### src/hw/rtl/fpx_pkg.sv
package fpx_pkg;

    localparam int BUF_DEPTH  = 512;
    localparam int MAX_LENGTH = 255;

    localparam int ADDR_W    = $clog2(BUF_DEPTH);
    localparam int FILL_W    = $clog2(BUF_DEPTH + 1);
    localparam int LEN_W     = 16;
    localparam int POS_W     = 9;
    localparam int STAT_W    = 3;
    localparam int CFG_IDX_W = 8;

    // Fixed positions of the frame header in the buffer.
    localparam int POS_ID     = 2;
    localparam int POS_TYPE   = 3;
    localparam int POS_LEN_LO = 4;
    localparam int POS_LEN_HI = 5;

    localparam logic [7:0] TYPE_CK_MIN = 8'h20;
    localparam int LEN_OVERHEAD = 9;
    localparam int TAIL_BACK    = 3;

    // The checksum walk runs from POS_ID up to length + POS_LEN_HI.
    localparam int WALK_MAX = MAX_LENGTH + POS_LEN_HI;
    localparam int WALK_W   = $clog2(WALK_MAX + 2);

    localparam logic [CFG_IDX_W-1:0] CFG_HEAD_FIRST  = CFG_IDX_W'(0);
    localparam logic [CFG_IDX_W-1:0] CFG_HEAD_SECOND = CFG_IDX_W'(1);
    localparam logic [CFG_IDX_W-1:0] CFG_END_FIRST   = CFG_IDX_W'(2);
    localparam logic [CFG_IDX_W-1:0] CFG_END_SECOND  = CFG_IDX_W'(3);

    typedef enum logic [STAT_W-1:0] {
        ST_BUSY    = 3'd0,
        ST_CK_OK   = 3'd1,
        ST_LEN_OK  = 3'd2,
        ST_CK_BAD  = 3'd3,
        ST_LEN_BAD = 3'd4,
        ST_OVF     = 3'd5
    } t_status;

    typedef enum logic [2:0] {
        RS_NONE,
        RS_ID,
        RS_TYPE,
        RS_LEN_LO,
        RS_LEN_HI,
        RS_TAIL,
        RS_WALK
    } t_rd_sel;

    typedef struct packed {
        logic    clr_write;
        logic    load_byte;
        logic    store;
        logic    fill_zero;
        logic    fill_clear;
        t_rd_sel rd_sel;
        logic    walk_start;
        logic    out_load;
        t_status out_status;
    } t_dp_cmd;

    typedef struct packed {
        logic clr_last;
        logic hit_h1;
        logic hit_h2;
        logic hit_e1;
        logic hit_e2;
        logic buf_full;
        logic type_ck;
        logic walk_last;
        logic ck_ok;
        logic len_ok;
        logic out_free;
    } t_dp_stat;

endpackage

### src/hw/rtl/fpx_ctrl.sv
module fpx_ctrl (
    input  logic               i_clk,
    input  logic               i_rst_n,
    input  logic               i_in_valid,
    output logic               o_in_stall,
    input  fpx_pkg::t_dp_stat  i_stat,
    output fpx_pkg::t_dp_cmd   o_cmd
);
    import fpx_pkg::*;

    typedef enum logic [3:0] {
        S_CLR,
        S_IDLE,
        S_DECODE,
        S_RD_ID,
        S_RD_TYPE,
        S_RD_LO,
        S_RD_HI,
        S_RD_TAIL,
        S_HDR_WAIT,
        S_DECIDE,
        S_WALK,
        S_WALK_WAIT,
        S_CK_RES,
        S_EMIT
    } t_state;

    typedef enum logic [1:0] {
        PH_HEAD1,
        PH_HEAD2,
        PH_DATA,
        PH_END2
    } t_phase;

    t_state  r_state;
    t_phase  r_phase;
    t_status r_status;

    logic    dec_store, dec_fill_zero, dec_fill_clear, dec_ovf, dec_end;
    t_phase  dec_phase;

    // Parse decision for the byte held in the datapath.
    always_comb begin
        dec_store      = 1'b0;
        dec_fill_zero  = 1'b0;
        dec_fill_clear = 1'b0;
        dec_ovf        = 1'b0;
        dec_end        = 1'b0;
        dec_phase      = r_phase;
        unique case (r_phase)
            PH_HEAD1: begin
                if (i_stat.hit_h1) begin
                    dec_store     = 1'b1;
                    dec_fill_zero = 1'b1;
                    dec_phase     = PH_HEAD2;
                end
            end
            PH_HEAD2: begin
                if (!i_stat.hit_h2) begin
                    dec_phase = PH_HEAD1;
                end else if (i_stat.buf_full) begin
                    dec_ovf        = 1'b1;
                    dec_fill_clear = 1'b1;
                    dec_phase      = PH_HEAD1;
                end else begin
                    dec_store = 1'b1;
                    dec_phase = PH_DATA;
                end
            end
            PH_DATA: begin
                if (i_stat.buf_full) begin
                    dec_ovf        = 1'b1;
                    dec_fill_clear = 1'b1;
                    dec_phase      = PH_HEAD1;
                end else begin
                    dec_store = 1'b1;
                    if (i_stat.hit_e1) begin
                        dec_phase = PH_END2;
                    end
                end
            end
            PH_END2: begin
                if (i_stat.buf_full) begin
                    dec_ovf        = 1'b1;
                    dec_fill_clear = 1'b1;
                    dec_phase      = PH_HEAD1;
                end else begin
                    dec_store = 1'b1;
                    if (i_stat.hit_e2) begin
                        dec_end   = 1'b1;
                        dec_phase = PH_HEAD1;
                    end else begin
                        dec_phase = PH_DATA;
                    end
                end
            end
            default: ;
        endcase
    end

    always_comb begin
        o_cmd            = '0;
        o_cmd.rd_sel     = RS_NONE;
        o_cmd.out_status = r_status;
        unique case (r_state)
            S_CLR:    o_cmd.clr_write = 1'b1;
            S_IDLE:   o_cmd.load_byte = i_in_valid;
            S_DECODE: begin
                o_cmd.store      = dec_store;
                o_cmd.fill_zero  = dec_fill_zero;
                o_cmd.fill_clear = dec_fill_clear;
            end
            S_RD_ID:   o_cmd.rd_sel = RS_ID;
            S_RD_TYPE: o_cmd.rd_sel = RS_TYPE;
            S_RD_LO:   o_cmd.rd_sel = RS_LEN_LO;
            S_RD_HI:   o_cmd.rd_sel = RS_LEN_HI;
            S_RD_TAIL: o_cmd.rd_sel = RS_TAIL;
            S_DECIDE:  o_cmd.walk_start = i_stat.type_ck;
            S_WALK:    o_cmd.rd_sel = RS_WALK;
            S_EMIT:    o_cmd.out_load = i_stat.out_free;
            default: ;
        endcase
    end

    assign o_in_stall = (r_state != S_IDLE);

    always_ff @(posedge i_clk) begin
        if (!i_rst_n) begin
            r_state  <= S_CLR;
            r_phase  <= PH_HEAD1;
            r_status <= ST_BUSY;
        end else begin
            unique case (r_state)
                S_CLR: begin
                    if (i_stat.clr_last) begin
                        r_state <= S_IDLE;
                    end
                end
                S_IDLE: begin
                    if (i_in_valid) begin
                        r_state <= S_DECODE;
                    end
                end
                S_DECODE: begin
                    r_phase  <= dec_phase;
                    r_status <= dec_ovf ? ST_OVF : ST_BUSY;
                    r_state  <= dec_end ? S_RD_ID : S_EMIT;
                end
                S_RD_ID:    r_state <= S_RD_TYPE;
                S_RD_TYPE:  r_state <= S_RD_LO;
                S_RD_LO:    r_state <= S_RD_HI;
                S_RD_HI:    r_state <= S_RD_TAIL;
                S_RD_TAIL:  r_state <= S_HDR_WAIT;
                S_HDR_WAIT: r_state <= S_DECIDE;
                S_DECIDE: begin
                    if (i_stat.type_ck) begin
                        r_state <= S_WALK;
                    end else begin
                        r_status <= i_stat.len_ok ? ST_LEN_OK : ST_LEN_BAD;
                        r_state  <= S_EMIT;
                    end
                end
                S_WALK: begin
                    if (i_stat.walk_last) begin
                        r_state <= S_WALK_WAIT;
                    end
                end
                S_WALK_WAIT: r_state <= S_CK_RES;
                S_CK_RES: begin
                    r_status <= i_stat.ck_ok ? ST_CK_OK : ST_CK_BAD;
                    r_state  <= S_EMIT;
                end
                S_EMIT: begin
                    if (i_stat.out_free) begin
                        r_state <= S_IDLE;
                    end
                end
                default: r_state <= S_IDLE;
            endcase
        end
    end

`ifndef SYNTHESIS
    a_accept_decodes: assert property (@(posedge i_clk) disable iff (!i_rst_n)
        (r_state == S_IDLE && i_in_valid) |=> (r_state == S_DECODE))
        else $error("accepted item was not decoded");

    a_frame_resyncs: assert property (@(posedge i_clk) disable iff (!i_rst_n)
        (r_state == S_EMIT && (r_status == ST_CK_OK || r_status == ST_LEN_OK
            || r_status == ST_CK_BAD || r_status == ST_LEN_BAD)) |-> (r_phase == PH_HEAD1))
        else $error("frame result while still inside a frame");

    a_decide_after_header: assert property (@(posedge i_clk) disable iff (!i_rst_n)
        (r_state == S_DECIDE) |-> ($past(r_state) == S_HDR_WAIT))
        else $error("frame check entered before the header was read");
`endif

endmodule

### config.mk
export PLATFORM = sky130hd
export DESIGN_NAME = fpx_ctrl
export DESIGN_NICKNAME = d
export VERILOG_FILES = /design/src/hw/rtl/fpx_pkg.sv /design/src/hw/rtl/fpx_ctrl.sv
export SDC_FILE = /design/constraint.sdc
export NUM_CORES = 1
export LEC_CHECK = 0
export ABC_AREA = 1
export BUFFER_PORTS_ARGS = -buffer_cell sky130_fd_sc_hd__buf_2
export CORE_UTILIZATION = 48
export DETAILED_ROUTE_END_ITERATION = 6
export PLACE_DENSITY_LB_ADDON = 0.08
export SYNTH_ARGS = -nofsm -noshare
export SYNTH_HDL_FRONTEND = slang
export SYNTH_SLANG_ARGS = --single-unit
### constraint.sdc
create_clock -name i_clk -period 1.8 [get_ports i_clk]
set_clock_uncertainty 0.15 [all_clocks]
set_input_delay 0.27 -clock i_clk [delete_from_list [all_inputs] [get_ports i_clk]]
set_output_delay 0.27 -clock i_clk [all_outputs]
set_load 0.005 [all_outputs]
==> results.txt, run 1 <==
The worst-case IR drop observed on VDD is 0.000724 V. The horizontal extent of the die is 42.1 µm. The biggest area contributor in the post-synthesis netlist is sky130_fd_sc_hd__dfxtp_1.

The mean number of vias per cell came out at 5.16. The global placement routability congestion is 0.929. For this configuration, the core starts out at a cell density of 51.3%. Total power for the finished layout comes to 1.13 mW. For this run, the total global-route usage over all layers was measured as 21.9%.

The number of unique standard cell types used by synthesis is 25. Cell internal power was estimated by the tool at 0.594 mW. The share of total power in sequential cells came out at 29.6%. The power density of the placed cells is 1160 nW/µm². Setup violations remaining at the end of the flow were counted as 0. The register area is 188 µm². The fraction of layout instances using a drive strength above 1 is 35.2%. After layout, the worst path uses 97.1% of the clock period. The area of the core is 1510 µm².

The later-pin clock latency in the skew report is 270 ps. The clock power share came out at 14.8%. The clock drives 9 sinks.

The layout has 163 filler cells. The global-route track usage on met3 came out at 3.45%. TritonCTS built the clock tree. The most crowded layer after global routing is met2.

The tightest hold margin is 133 ps. At the pin with the least slew margin, the transition time is 353 ps. The clock period could shrink to 1750 ps. The largest fanout of any net on the critical path is 6. The HPWL after detailed placement is 1550 µm. The count of nets left with antenna violations after detail routing is 0. The via count of the first global-routing pass is 745. The total CTS buffers is 3. The first global-routing pass estimated 2990 µm of wire. The share of Yosys cell area claimed by the top area cell type came out at 23.3%. The most used flip-flop cell after synthesis is sky130_fd_sc_hd__dfxtp_1. The number of pins exceeding their max-slew limit in the final report was 0. The data arrival at the endpoint of the critical path came out at 1330 ps. The proportion of total power due to net switching came out at 47.6%. The number of failing hold endpoints at the final stage came out at 0. The critical path is of the flop to output pin type. The maximum clock path buffer count came out at 2.

The number of synthesis warnings came out at 0. After synthesis the cells add up to 773 µm². The number of DRC markers after the initial detailed-route iteration came out at 12.

The die covers 1780 µm². The layout overhead on the synthesized area is 26.9%. Global routing used 27.8% of the available met1 tracks.

The detailed-route wire length per cell came out at 11.1 µm. The count of input and output buffers is 27. The antenna diode instance count came out at 0. The most common cell in the synthesized netlist is sky130_fd_sc_hd__nand2_1.

The max-capacitance violation count came out at 0. The combinational share of power came out at 55.5%. The flow ran to the end, and the final reports show no timing, DRC or antenna violations.

The total negative setup slack came out at 0 ps. The met2 usage came out at 37.5%. The critical path data required time is 1380 ps. The number of optimization iterations in the first detailed-route pass came out at 4. The worst setup path is launched from a flop. The synthesized area per cell came out at 6.04 µm². The capturing element type of the critical path is an output pin. The number of enable flip-flop cells after synthesis is 0. In the final design database the tool counted 174 nets. Summed over all cells, the static leakage comes to 0.537 nW. The multi-input combinational cell area came out at 533 µm². The number of antenna violations at the first check in global routing came out at 0.

The standard-cell row count came out at 14. The root buffer cell chosen for the clock tree is sky130_fd_sc_hd__clkbuf_4. The routed wire length is 1940 µm.

The overall overflow remaining after global route is 0. The post-synthesis cell count came out at 128. Across all layers, the routed design uses 903 vias. In this run the worst hold path is classified as input port to flop. Counting flops with an async set or reset pin after synthesis yields a share of 0%. The switching component of the power is 0.540 mW.

In the synthesized netlist, the cells that appear most often are sky130_fd_sc_hd__nand2_1 (33), sky130_fd_sc_hd__nor2_1 (18), sky130_fd_sc_hd__inv_1 (14), sky130_fd_sc_hd__dfxtp_1 (9), sky130_fd_sc_hd__nand3_1 (9). The CTS clock-pin slew for the worst setup and hold paths is 70 ps. The final cell utilization of the core is 65.1%. After synthesis the netlist holds a flip-flop and latch count of 9.

The vertical extent of the die came out at 42.1 µm. The count of boundary I/O pins came out at 28. The maximum operating frequency came out at 572 MHz. Sorting the synthesized cells by area gives the leading types as sky130_fd_sc_hd__dfxtp_1 (23%), sky130_fd_sc_hd__nand2_1 (16%), sky130_fd_sc_hd__nor2_1 (8.7%). The H-tree depth came out at 1. The number of remaining DRC errors is 0. The pin count of the biggest net entering global routing came out at 9. The relative max-transition margin is 76.4%. Counting every net in the synthesized netlist gives 142.

Setup repair after global routing left no endpoint under its margin. The sequential cell area fraction in the yosys report is 23.3%.
routing by layer:
metal / wire length (µm) / share of wire (%) / vias up
li1: - / - / 471
met1: 875 / 45 / 402
met2: 950 / 49 / 27
met3: 97 / 5.0 / 3
met4: 14 / 0.72 / 0
met5: 0 / 0 / -
through the flow:
step	std cells	area (µm²)	setup WS, ps
after floorplan	128	773	361
after detailed placement	171	925	210
final	175	981	51.7
after global routing	175	981	0.993
after global placement	171	925	267
after CTS	175	963	35.5
flip-flops by register name, summed over array words and instances (netlist names):
signal    count
r_state       4
r_phase       2
r_status      3
power groups by stage:
stage	sequential, mW	combinational [mW]	clock [mW]
6_report	0.336	0.630	0.169
5_1_grt	0.342	0.702	0.173
4_1_cts	0.328	0.614	0.165
3_5_place_dp	0.324	0.603	0
3_3_place_gp	0.316	0.597	0
2_1_floorplan	0.309	0.452	0
final timing paths:
kind	startpoint	to	slack [ps]	cells past startpoint
setup / recovery	r_phase[1]$_SDFFE_PN0P_	o_cmd[9]	50	4
hold / removal	i_rst_n	r_phase[0]$_SDFFE_PN0P_	130	3
setup reg to reg	r_state[0]$_SDFFE_PN0P_	r_status[2]$_SDFFE_PN0P_	390	6
hold reg to reg	r_status[1]$_SDFFE_PN0P_	r_status[1]$_SDFFE_PN0P_	330	2
cells by family (layout without fill, tap and decap cells):
group,Yosys count,count (layout),synth area share (%)
flip-flops,9,9,23.3
AO/OA/AOI/OAI,21,21,16.3
AND/OR/NAND/NOR,78,78,49.7
buffers and inverters,20,51,10.7
placed cells by master, fill, tap and decap left out:
cell                       instances
sky130_fd_sc_hd__clkbuf_4          3
sky130_fd_sc_hd__a21oi_1           5
sky130_fd_sc_hd__nand2_4           2
sky130_fd_sc_hd__clkbuf_1          1
sky130_fd_sc_hd__dfxtp_2           3
sky130_fd_sc_hd__a21oi_2           1
sky130_fd_sc_hd__nor2_8            1
sky130_fd_sc_hd__nand3_1           9
sky130_fd_sc_hd__nor2_1           18
sky130_fd_sc_hd__o22ai_1           1
sky130_fd_sc_hd__nand4_1           1
sky130_fd_sc_hd__buf_4             1
sky130_fd_sc_hd__o21ai_0           8
sky130_fd_sc_hd__a31oi_1           1
sky130_fd_sc_hd__nor2_2            3
sky130_fd_sc_hd__dfxtp_4           1
sky130_fd_sc_hd__nand3b_1          1
sky130_fd_sc_hd__or2_2             1
sky130_fd_sc_hd__inv_1            14
sky130_fd_sc_hd__buf_2            27
sky130_fd_sc_hd__nor3_1            3
sky130_fd_sc_hd__nor2_4            4
sky130_fd_sc_hd__nand3b_2          1
sky130_fd_sc_hd__inv_2             5
sky130_fd_sc_hd__nand3_2           1
sky130_fd_sc_hd__o21ai_1           3
sky130_fd_sc_hd__dfxtp_1           5
sky130_fd_sc_hd__o21ai_4           1
sky130_fd_sc_hd__a21oi_4           1
sky130_fd_sc_hd__nand2_1          33
what timing repair did:
action                                  4_1_cts  5_1_grt
buffers inserted                              0        0
pin swaps                                     0        1
endpoints found under the setup margin        2        6
resized for setup                             4        5
hold buffers                                  0        0
endpoints found under the hold margin         0        0
area by class of cell:
type / count / share of cell area, %
Clock buffer: 4 / 2.68
Inverter: 19 / 7.27
Multi-Input combinational cell: 99 / 54.3
Sequential cell: 9 / 19.1
Tap cell: 16 / 2.04
Timing Repair Buffer: 28 / 14.5
critical path: stages (launching register included):
cell and delay, ps:
sky130_fd_sc_hd__dfxtp_1 360, sky130_fd_sc_hd__nor2_1 320, sky130_fd_sc_hd__inv_1 70, sky130_fd_sc_hd__nor3_1 180, sky130_fd_sc_hd__buf_2 140
No activity file was read; power rests on OpenSTA's default activity.
==> inputs of run 2 (changes only) <==
--- a/constraint.sdc
+++ b/constraint.sdc
@@ -3,3 +3,3 @@
 set_input_delay 0.27 -clock i_clk [delete_from_list [all_inputs] [get_ports i_clk]]
 set_output_delay 0.27 -clock i_clk [all_outputs]
-set_load 0.005 [all_outputs]
+set_load 0.01 [all_outputs]
==> run 2 against run 1 <==
  * Design area is 0.77% lower
  * Global-route usage is 0.99 points higher
  * Clock power is 5% lower
  * Via count stayed put
  * Sequential cell count stayed put
  * Highest routed layer unchanged
==> results.txt, run 2 (same netlist as run 1, synthesis figures left out) <==
The area of the core came out at 1510 µm² (unchanged). The slew at the pin closest to its max-slew limit is 298 ps (-54.8 ps). The worst hold path begins at i_rst_n. The antenna diode instance count came out at 0 (unchanged). The later-pin clock latency in the skew report is 260 ps (about the same). The total negative setup slack came out at 0 ps (unchanged).

The critical path data required time came out at 1380 ps (about the same). The leakage power total is 0.542 nW (+0.89%). The largest fanout of any net on the critical path came out at 8 (+2). The library cells used most frequently in the layout, excluding fill and tap cells, are sky130_fd_sc_hd__nand2_1 (33), sky130_fd_sc_hd__buf_2 (27), sky130_fd_sc_hd__nor2_1 (18), sky130_fd_sc_hd__inv_1 (14), sky130_fd_sc_hd__nand3_1 (9). The via count of the first global-routing pass is 779 (+4.6%). The total CTS buffers came out at 3 (unchanged). The H-tree depth came out at 1 (unchanged). The final cell utilization of the core is 64.6% (-0.50 points). The proportion of total power due to net switching came out at 48.4% (+0.81 points).

Clock tree synthesis selected as its root buffer the cell sky130_fd_sc_hd__clkbuf_4. The hold-fix buffer count after cts is 0 (unchanged). In this run the critical register-to-register path is launched from r_state[0]$_SDFFE_PN0P_. The switching component of the power came out at 0.559 mW (+3.4%). The detailed-route via count is 903 (unchanged).

The effective utilization at floorplan came out at 51.3% (unchanged). The overall overflow remaining after global route came out at 0 (unchanged). The final setup slack of the worst path came out at 48.7 ps (-2.94 ps). The area growth from synthesis to layout is 25.9%.

The number of nets in the layout came out at 175 (+0.57%). The number of DRC markers after the initial detailed-route iteration came to 25 (+13). The count of nets left with antenna violations after detail routing is 0 (unchanged). The mean number of vias per cell came out at 5.13 (-0.57%). The cell total after placement came out at 172 (+0.58%). The global-route wire length before repair is 3160 µm (+5.8%). The number of pins exceeding their max-slew limit in the final report came to 0 (unchanged). The detailed-route wire length per cell came out at 11.0 µm (-0.57%). The global placement routability congestion came out at 0.980 (+5.4%). The max-capacitance violation count came out at 0 (unchanged). The depth of the worst hold-timing path was 3 (unchanged). The number of antenna violations at the first check in global routing is 0 (unchanged).

For hold timing, the worst endpoint is r_phase[0]$_SDFFE_PN0P_. The post-placement cell area is 932 µm² (+0.81%). The number of setup violations in the final report is 0 (unchanged). The share of total power in sequential cells is 28.5% (-1.1 points). The horizontal extent of the die is 42.1 µm (unchanged).

The pin count of the biggest net entering global routing is 9 (unchanged). The count of cells along the worst register-to-register path came to 6 (unchanged). The number of optimization iterations in the first detailed-route pass came out at 4 (unchanged). The endpoint of the worst-slack reg-to-reg timing path is r_status[0]$_SDFFE_PN0P_. The part of the cycle the worst path needs came out at 97.3% (+0.16 points).

The flow ran to the end, and the final reports show no timing, DRC or antenna violations. The filler-free cell count of the finished design came out at 176 (+0.57%). The total power came out at 1.15 mW (+1.6%). In this run the worst hold path is classified as input port to flop. The startpoint class of the critical path is a flop. The count of boundary I/O pins is 28 (unchanged). The relative max-transition margin is 80.1% (+3.7 points). The largest registers in the layout are r_state: 4 flops, r_status: 3 flops, r_phase: 2 flops. The maximum operating frequency came out at 571 MHz (-0.17%). The standard-cell row count is 14 (unchanged). The vertical extent of the die came to 42.1 µm (unchanged). The number of remaining DRC errors was 0 (unchanged). The data arrival at the endpoint of the critical path came out at 1330 ps (about the same). The tightest hold margin came out at 149 ps (+15.7 ps). The power density of the placed cells came out at 1180 nW/µm² (+2.4%). The fraction of layout instances using a drive strength above 1 is 35.6% (+0.40 points). The CTS clock-pin slew for the worst setup and hold paths is 70 ps (about the same). The flip-flop count of the largest register after layout came out at 4 (unchanged).

The HPWL after detailed placement came to 1570 µm (+1.2%). The count of buffers added by post-CTS timing repair for setup came out at 0 (unchanged). The setup slack at placement is 225 ps (+15.3 ps).

The clock power share came to 13.8% (-1.0 points). The die area is 1780 µm² (unchanged). The time the final worst path needs with I/O delays and setup was 1750 ps (+2.94 ps). The category of the critical setup timing path is flop to output pin. The routed wire length came out at 1940 µm (unchanged). The combinational share of power came out at 57.7% (+2.2 points). The number of failing hold endpoints at the final stage came out at 0 (unchanged). The internal cell power is 0.595 mW (about the same). The commonest non-fill, non-tap cell in the layout is sky130_fd_sc_hd__nand2_1. The final design instance area without fill is 973 µm² (-0.77%).

The maximum ir drop on the vdd rail is 0.000689 V (-4.8%). The count of input and output buffers came out at 27 (unchanged). The register-to-register setup slack came out at 370 ps (-20 ps). The register with the most flip-flops is r_state. TritonCTS built the clock tree. The maximum clock path buffer count came out at 2 (unchanged). The fill cell total of the finished layout is 158 (-3.1%).

The clock sink count was 9 (unchanged). The worst setup path is captured at an output pin. The combined global-route utilization of all metal layers came to 22.9% (+0.99 points).
[run 2: changes by cell type in the layout (fill, tap and decap cells not counted), sizes merged]
cell and delta:
buf +1
[run 2: power by group through the flow]
stage | clock, mW | combinational, mW | sequential (mW)
after floorplan | 0 | 0.473 | 0.318
after global routing | 0.172 | 0.738 | 0.338
after CTS | 0.167 | 0.656 | 0.320
after detailed placement | 0 | 0.649 | 0.322
after global placement | 0 | 0.642 | 0.317
final | 0.160 | 0.665 | 0.329
[run 2: per-layer routing]
layer  up-vias  global-route usage (%)  routed length, µm
met5         -                       0                  0
met4         0                    5.63                 12
met3         2                    5.17                 89
met2        24                    38.4                928
met1       402                    29.6                906
li1        475                       -                  -
[run 2: timing repair]
action	in CTS	in global routing
resized for setup	1	5
endpoints found under the setup margin	1	6
pin swaps	1	1
gates cloned	0	0
[run 2: how the worst max path moves through the flow]
stage,from,endpoint,depth (start not counted)
final,r_state[3]$_SDFFE_PN0P_,o_cmd[10],6
after global placement,r_state[3]$_SDFFE_PN0P_,o_cmd[10],6
after global routing,r_state[3]$_SDFFE_PN0P_,o_cmd[10],6
after floorplan,r_state[1]$_SDFFE_PN0P_,o_cmd[10],7
after CTS,r_state[3]$_SDFFE_PN0P_,o_cmd[7],5
after detailed placement,r_state[3]$_SDFFE_PN0P_,o_cmd[10],6
[run 2: layout make-up]
cell class	count	area (µm²)	share of cell area, %
Multi-Input combinational cell	99	520	53.5
Sequential cell	9	185	19.0
Timing Repair Buffer	29	150	15.4
Inverter	19	71.3	7.33
Clock buffer	4	26.3	2.70
Tap cell	16	20.0	2.06
[run 2: worst max-delay path, stage by stage (launching register included)]
cell and delay (ps):
sky130_fd_sc_hd__dfxtp_2 370, sky130_fd_sc_hd__nor2_4 200, sky130_fd_sc_hd__nand2_4 100, sky130_fd_sc_hd__a21oi_2 140
sky130_fd_sc_hd__inv_1 50, sky130_fd_sc_hd__nor2_1 70, sky130_fd_sc_hd__buf_2 130
==> inputs of run 3 (changes only) <==
Settings changed: GPL_TIMING_DRIVEN set to 0.
==> run 3 against run 2 <==
  * Worst setup slack gained 22 ps
  * Critical path type unchanged
  * Sequential cell count is the same
  * Combinational power grew 10%
  * Highest routed layer unchanged
==> results.txt, run 3 (same netlist as run 1, synthesis figures left out) <==
The flow ran to the end, and the final reports show no timing, DRC or antenna violations. The global placement routability congestion came out at 0.939 (-4.2%). The standard-cell row count came out at 14 (unchanged). Counting flops per register, the top entry is r_state. The count of input and output buffers is 27 (unchanged).

The horizontal extent of the die came out at 42.1 µm (unchanged). The slew at the pin closest to its max-slew limit was 259 ps (-38.9 ps). The count of boundary I/O pins is 28 (unchanged). The leakage power total is 0.560 nW (+3.3%).

The time the final worst path needs with I/O delays and setup came to 1730 ps (-22.3 ps). The power density of the placed cells came out at 1190 nW/µm² (+0.18%). The number of setup violations in the final report is 0 (unchanged). The min-delay analysis places its worst path in the category input port to flop. The part of the cycle the worst path needs came out at 96.1% (-1.2 points).

The antenna diode instance count came out at 0 (unchanged). The mean number of vias per cell came out at 5.16 (+0.61%). The pin count of the biggest net entering global routing was 9 (unchanged). The number of pins exceeding their max-slew limit in the final report came out at 0 (unchanged).

The number of nets in the layout came to 178 (+1.7%). The commonest non-fill, non-tap cell in the layout is sky130_fd_sc_hd__nand2_1. The global-route wire length before repair came to 3110 µm (-1.6%).

The detailed-route wire length per cell is 10.8 µm (-1.5%). The number of remaining DRC errors is 0 (unchanged). The HPWL after detailed placement came out at 1490 µm (-5.5%). The fill cell total of the finished layout is 143 (-9.5%). The maximum clock path buffer count came to 2 (unchanged). The detailed-route via count came out at 924 (+2.3%). The fraction of layout instances using a drive strength above 1 came out at 37.4% (+1.8 points). The die area came out at 1780 µm² (unchanged). The register area is 184 µm² (-0.68%). The total CTS buffers is 3 (unchanged). The effective utilization at floorplan came out at 51.3% (unchanged). The maximum operating frequency came to 578 MHz (+1.3%).

The total negative setup slack came out at 0 ps (unchanged). The CTS clock-pin slew for the worst setup and hold paths is 60 ps (about the same). The multi-input combinational cell area is 543 µm² (+4.3%).

The final setup slack of the worst path is 71.0 ps (+22.3 ps). The area of the core came out at 1510 µm² (unchanged). The clock sink count came to 9 (unchanged).

The data arrival at the endpoint of the critical path is 1310 ps (-20 ps). The worst setup path is captured at an output pin. The routed wire length came to 1940 µm (+0.21%).

The CTS tree is built. In the final layout, the registers with the most flip-flops are r_state: 4 flops, r_status: 3 flops, r_phase: 2 flops. The later-pin clock latency in the skew report is 260 ps (about the same). The number of antenna violations at the first check in global routing was 0 (unchanged). In the layout the commonest cells are sky130_fd_sc_hd__nand2_1 (32), sky130_fd_sc_hd__buf_2 (27), sky130_fd_sc_hd__nor2_1 (17), sky130_fd_sc_hd__inv_1 (14), sky130_fd_sc_hd__nand3_1 (9). The critical path data required time is 1380 ps (about the same). The via count of the first global-routing pass is 773 (-0.77%).

The buffer cell driving the clock tree root is sky130_fd_sc_hd__clkbuf_4. The H-tree depth is 1 (unchanged). The layout overhead on the synthesized area came out at 32.0%. The worst setup path is of the flop to output pin kind. The overall overflow remaining after global route came out at 0 (unchanged). The setup slack at placement is 125 ps (-99.3 ps). STA classifies the critical path startpoint as a flop. The combined global-route utilization of all metal layers came out at 23.1% (+0.22 points). The maximum ir drop on the vdd rail is 0.000588 V (-15%). The relative max-transition margin is 82.7% (+2.6 points). The max-capacitance violation count was 0 (unchanged). The vertical extent of the die came out at 42.1 µm (unchanged). The tightest hold margin came to 158 ps (+9.33 ps).

The number of DRC markers after the initial detailed-route iteration is 27 (+8.0%). The number of failing hold endpoints at the final stage is 0 (unchanged). The largest fanout of any net on the critical path is 6 (-2). The count of nets left with antenna violations after detail routing came out at 0 (unchanged). The number of optimization iterations in the first detailed-route pass came to 5 (+1). The flip-flop count of the largest register after layout is 4 (unchanged).
-- run 3: changes by cell type in the layout (fill, tap and decap cells not counted), sizes merged --
cell and delta:
buf +3
-- run 3: report_power, final --
part	internal, mW	leakage (nW)	switching (mW)
sequential	0.259	0.0744	0.0660
clock	0.0853	0.0150	0.0693
combinational	0.290	0.470	0.442
-- run 3: per-layer routing --
layer / GRT usage, % / routed length (µm)
met5: 0 / 0
met1: 27.4 / 825
met2: 39.1 / 970
met3: 7.76 / 132
met4: 7.50 / 12
-- run 3: worst paths after layout --
path | start | end | slack (ps) | depth (start not counted)
setup / recovery | r_state[2]$_SDFFE_PN0P_ | o_cmd[10] | 70 | 6
hold / removal | i_rst_n | r_phase[0]$_SDFFE_PN0P_ | 160 | 3
setup reg to reg | r_state[1]$_SDFFE_PN0P_ | r_status[2]$_SDFFE_PN0P_ | 220 | 8
hold reg to reg | r_status[1]$_SDFFE_PN0P_ | r_status[1]$_SDFFE_PN0P_ | 330 | 2
-- run 3: worst max-delay path, stage by stage (launching register included) --
cell	delay (ps)
sky130_fd_sc_hd__dfxtp_2	360
sky130_fd_sc_hd__nor2_4	200
sky130_fd_sc_hd__nand2_4	110
sky130_fd_sc_hd__a21oi_4	130
sky130_fd_sc_hd__inv_1	50
sky130_fd_sc_hd__nor2_1	80
sky130_fd_sc_hd__buf_2	130
-- run 3: what timing repair did --
| item | 4_1_cts | 5_1_grt |
|---|---|---|
| gates resized for setup | 4 | 7 |
| setup endpoints to repair | 2 | 6 |
| endpoints found under the hold margin | 0 | 0 |
| pin swaps | 1 | 3 |
| setup buffers | 3 | 1 |
| hold buffers | 0 | 0 |
-- run 3: final cells by class --
class / instances / area share, %
Timing Repair Buffer: 31 / 16.2
Clock buffer: 4 / 2.57
Tap cell: 16 / 1.96
Sequential cell: 9 / 18.0
Buffer: 1 / 1.10
Multi-Input combinational cell: 99 / 53.2
Inverter: 19 / 6.99
-- run 3: per-stage QoR --
stage | cell area [µm²] | power, mW | util [%] | std cells
global route | 1020 | 1.32 | 67.8 | 179
detailed placement | 928 | 0.959 | 61.6 | 171
CTS | 993 | 1.17 | 65.9 | 178
floorplan | 773 | 0.791 | - | 128
global placement | 928 | 0.951 | 61.6 | 171
finish | 1020 | 1.21 | 67.8 | 179
